[config.mk]
export PLATFORM = sky130hd
export DESIGN_NAME = psd_sqr
export DESIGN_NICKNAME = d
export VERILOG_FILES = /design/src/design/psd_pkg.sv /design/src/design/psd_sqr.sv
export SDC_FILE = /design/constraint.sdc
export NUM_CORES = 2
export LEC_CHECK = 0
export BUFFER_PORTS_ARGS = -buffer_cell sky130_fd_sc_hd__buf_2
export CAP_MARGIN = 20
export CORE_ASPECT_RATIO = 1.25
export CORE_MARGIN = 5
export CORE_UTILIZATION = 33
export CTS_BUF_LIST = sky130_fd_sc_hd__clkbuf_16
export DETAILED_ROUTE_END_ITERATION = 8
export PLACE_DENSITY_LB_ADDON = 0.25
export SKIP_CTS_REPAIR_TIMING = 1
export SLEW_MARGIN = 20
export SYNTH_ARGS = -nofsm -noshare
export SYNTH_HDL_FRONTEND = slang
export SYNTH_SLANG_ARGS = --single-unit
export TNS_END_PERCENT = 20
[constraint.sdc]
create_clock -name clk -period 5.9 [get_ports clk]
set_input_delay 0.885 -clock clk [delete_from_list [all_inputs] [get_ports clk]]
set_output_delay 0.885 -clock clk [all_outputs]
set_load 0.005 [all_outputs]
[src/design/psd_pkg.sv]
// ----------------------------------------------------------------------------
// psd_pkg: shared types and constants
// Widths, region codes and the sideband record carried down the pipeline.
// ----------------------------------------------------------------------------
package psd_pkg;

	localparam int CW = 24;          // coordinate width
	localparam int DW = CW + 1;      // coordinate difference width
	localparam int PW = 2 * DW;      // product / squared length width
	localparam int OW = 50;          // result width
	localparam int NW = 2 * PW;      // squared cross product width
	localparam int HW = PW / 2;      // partial product split point

	localparam logic [1:0] REG_FOOT  = 2'd0;
	localparam logic [1:0] REG_START = 2'd1;
	localparam logic [1:0] REG_END   = 2'd2;

	typedef struct packed {
		logic [OW-1:0] dist_ep;     // endpoint distance (start or end)
		logic [1:0]    region;
		logic          degen;
	} side_t;

endpackage

[src/design/psd_sqr.sv]
// ----------------------------------------------------------------------------
// psd_sqr: cross product squarer
// Squares the magnitude of the cross product from four half-width products.
// ----------------------------------------------------------------------------
module psd_sqr (
	input  logic                      clk,
	input  logic                      arst_n,
	input  logic                      in_vld,
	input  psd_pkg::side_t            in_side,
	input  logic [psd_pkg::PW-1:0]    in_cross,
	input  logic [psd_pkg::PW-1:0]    in_len2,
	output logic                      out_vld,
	output psd_pkg::side_t            out_side,
	output logic [psd_pkg::NW-1:0]    out_num,
	output logic [psd_pkg::PW-1:0]    out_len2
);
	import psd_pkg::*;

	logic               vld_s5, vld_s6;
	side_t              side_s5, side_s6;
	logic [PW-1:0]      len2_s5, len2_s6;
	logic [2*HW-1:0]    hh_s5, hl_s5, lh_s5, ll_s5;
	logic [NW-1:0]      num_s6;
	logic [HW-1:0]      hi, lo;

	assign hi = in_cross[PW-1:HW];
	assign lo = in_cross[HW-1:0];

	always_ff @(posedge clk or negedge arst_n) begin
		if (!arst_n) begin
			vld_s5 <= 1'b0;
			vld_s6 <= 1'b0;
		end else begin
			vld_s5 <= in_vld;
			vld_s6 <= vld_s5;
		end
	end

	always_ff @(posedge clk) begin
		hh_s5   <= hi * hi;
		hl_s5   <= hi * lo;
		lh_s5   <= lo * hi;
		ll_s5   <= lo * lo;
		side_s5 <= in_side;
		len2_s5 <= in_len2;
	end

	always_ff @(posedge clk) begin
		num_s6  <= ({{(NW-2*HW){1'b0}}, hh_s5} << (2*HW))
		         + ({{(NW-2*HW){1'b0}}, hl_s5} << HW)
		         + ({{(NW-2*HW){1'b0}}, lh_s5} << HW)
		         +  {{(NW-2*HW){1'b0}}, ll_s5};
		side_s6 <= side_s5;
		len2_s6 <= len2_s5;
	end

	assign out_vld  = vld_s6;
	assign out_side = side_s6;
	assign out_num  = num_s6;
	assign out_len2 = len2_s6;

endmodule

==> results.yml <==
logic_synthesis:
  synthTopCellsByCount: "inv_1 (1894), fa_1 (1459), nand2_1 (750)"
  synth.most_common_cell: "inv_1"
  synth_top_area_cell: "fa_1"
  seq_area_frac_synth: 0.1345
  synth-edff-count: 0
  async_reset_ff_frac: 0.004396
  avgSynthCellArea_um2: 9.439
  synth_area_leaders: "fa_1 (43%), dfxtp_1 (13%), ha_1 (11%), inv_1 (10%), and2_1 (4.5%)"
  yosysTopAreaCellShare: 0.4308
  ys.warnings.count: 0
  synthFlopType: "dfxtp_1"
  netlist_instances: 7183
  syn_nets: 9402
  synth_cell_types: 77
  netlist_area_mm2: 0.06780
  synth_seq_cells: 455
place:
  gp_congestion: 0.9174
  pre_cts_slack_ns: -2.358
  portBuffers: 358
  dp_hpwl_um: 172400
global_routing:
  overflow: 0
  antenna_found_initial: 3
  grt_pass1_wl_um: 318100
  grt_max_degree: 38
  grt_util_all_layers: 0.1898
  grt_pass1_vias: 57980
outcome:
  violations: "negative setup slack"
  status: "complete, but fails checks"
timing:
  period_share: 1.181
  final_period_minus_worst_setup_slack_ns: 6.969
  skew_ns: 0.03594
  whs_ns: 0.2968
  final.setup.worst_slack_ns: -1.069
  rsz0062_at_grt: "true"
  fmax_mhz: 143.5
  slew_headroom: 0.3159
  hold_viol: 0
  setup_viol: 88
  final_max_slew_viol_count: 0
  tightest_slew_ns: 1.017
die:
  rows: 186
  fp.dieW_um: 415.4
  dieHeight_um: 516.8
  io-pin-count: 360
  start_util: 0.3307
  die_area_mm2: 0.2147
  core_area_mm2: 0.2050
worst_setup_path:
  cp.required_ns: 6.51
  arrival_ns: 7.58
  startpoint_type: "primary input"
  crit_type: "in -> reg"
  critPathCaptureType: "flop"
  critPathMaxFanout: 5
routing:
  ant_nets: 0
  drtPass1Iterations: 5
  via_count: 51300
  wl_per_cell_um: 18.40
  vias_per_cell: 4.570
  drc_errors: 0
  drt_iter0_drc: 2050
  drt-total-wl_um: 206500
clock_network:
  cts_tree: "done"
  htreeDepth: 2
  clkSinkCount: 455
  cts-root-buf: "clkbuf_16"
  numCtsBuffers: 51
  clk_pin_slew_worst_paths_ns: 0.06
  clockBufferDepth: 3
  clkLatencyLatePin_ns: 0.70
final_layout:
  fin_util: 0.4213
  fillers: 20090
  synthToLayoutAreaGrowth_pct: 27.41
  final_net_count: 10670
  drive_above_1_share: 0.2361
min_path:
  hold_class: "in -> reg"
run:
  cap_violations: 0
==> cells in the final DEF, fill, tap and decap left out, drive strengths merged, types with 21 or more instances in the layout <==
cell,n
nand2b,22
nor2b,29
inv,1911
dfxtp,453
and2,487
nand2,751
xnor2,154
buf,1492
nand4,27
xor2,79
clkbuf,66
nor2,215
clkinv,21
a21oi,199
a21o,115
nand3,42
ha,604
and3,29
a31oi,32
fa,1459
o21bai,27
o21ai,95
==> metrics by stage <==
stage,std cells,cell area (um^2),setup TNS [ns]
after floorplan,7183,69770,-60.15
after global placement,11020,81360,-167.50
after detailed placement,11020,81360,-168.66
after CTS,11120,83070,-88.42
after global routing,11220,86380,-70.61
final,11220,86380,-55.40
==> area by class of cell <==
type / instances / area [um^2] / share of cell area
multi-input combinational: 4533 / 52600 / 0.6089
clock buffer: 51 / 1276 / 0.01477
clock inverter: 43 / 436.7 / 0.005055
antenna: 3 / 7.507 / 0.00008691
inverter: 1905 / 7201 / 0.08336
tap: 2726 / 3411 / 0.03948
timing repair buffer: 1508 / 12340 / 0.1428
sequential: 455 / 9119 / 0.1056
==> path summary, 6_finish.rpt <==
check                      cells past startpoint          startpoint             endpoint  slack, ns
setup / recovery                              26        in_cross[40]    hh_s5[44]$_DFF_P_      -1.07
hold / removal                                 1         in_side[17]  side_s5[17]$_DFF_P_       0.30
setup reg to reg                              15   ll_s5[26]$_DFF_P_  out_num[98]$_DFF_P_       1.25
hold reg to reg                                0  side_s5[9]$_DFF_P_  out_side[9]$_DFF_P_       0.32
max in group asynchronous                      2              arst_n    out_vld$_DFF_PN0_       5.27
min in group asynchronous                      2              arst_n     vld_s5$_DFF_PN0_       0.54
==> critical path, stage by stage <==
cell and delay (ns):
buf_4 0.17, buf_12 0.13, nand2_2 0.05, fa_1 0.56, inv_1 0.07, fa_1 0.55
inv_1 0.06, fa_1 0.55, inv_1 0.07, fa_2 0.36, fa_1 0.50, fa_1 0.57
fa_1 0.45, ha_4 0.30, nand4_1 0.09, or2_1 0.25, o211ai_1 0.29, buf_4 0.20
a31oi_4 0.09, buf_6 0.15, o41a_1 0.36, o21ai_2 0.19, buf_4 0.15, nand3_4 0.09
o31ai_4 0.23, xor2_1 0.18
==> kinds of logic after synthesis <==
| family | Yosys count | share of synthesized area |
|---|---|---|
| XOR/XNOR | 233 | 0.03010 |
| AND/OR/NAND/NOR | 1658 | 0.1169 |
| adder cells (fa/ha/maj) | 2063 | 0.5423 |
| multiplexers | 5 | 0.0007751 |
| flip-flops | 455 | 0.1345 |
| AO/OA/AOI/OAI | 573 | 0.05374 |
| other | 1 | 0.00005531 |
| buffers and inverters | 2195 | 0.1217 |
==> sequential cells by signal (all words and copies together) (netlist names) <==
| signal | count |
|---|---|
| hh_s5 | 49 |
| out_num | 99 |
| side_s5 | 53 |
| lh_s5 | 50 |
| out_len2 | 50 |
| len2_s5 | 50 |
| out_side | 53 |
| ll_s5 | 49 |
| out_vld | 1 |
| vld_s5 | 1 |
==> metal layers <==
metal	GRT usage	up-vias	share of wire
met2	0.3603	1240	0.52
met1	0.2128	26030	0.37
met3	0.01980	418	0.041
li1	-	23610	-
met5	0	-	0
met4	0.08734	0	0.061
Power is not shown: default switching activity piles up to over one toggle a cycle in this logic, so the estimate is an artifact.
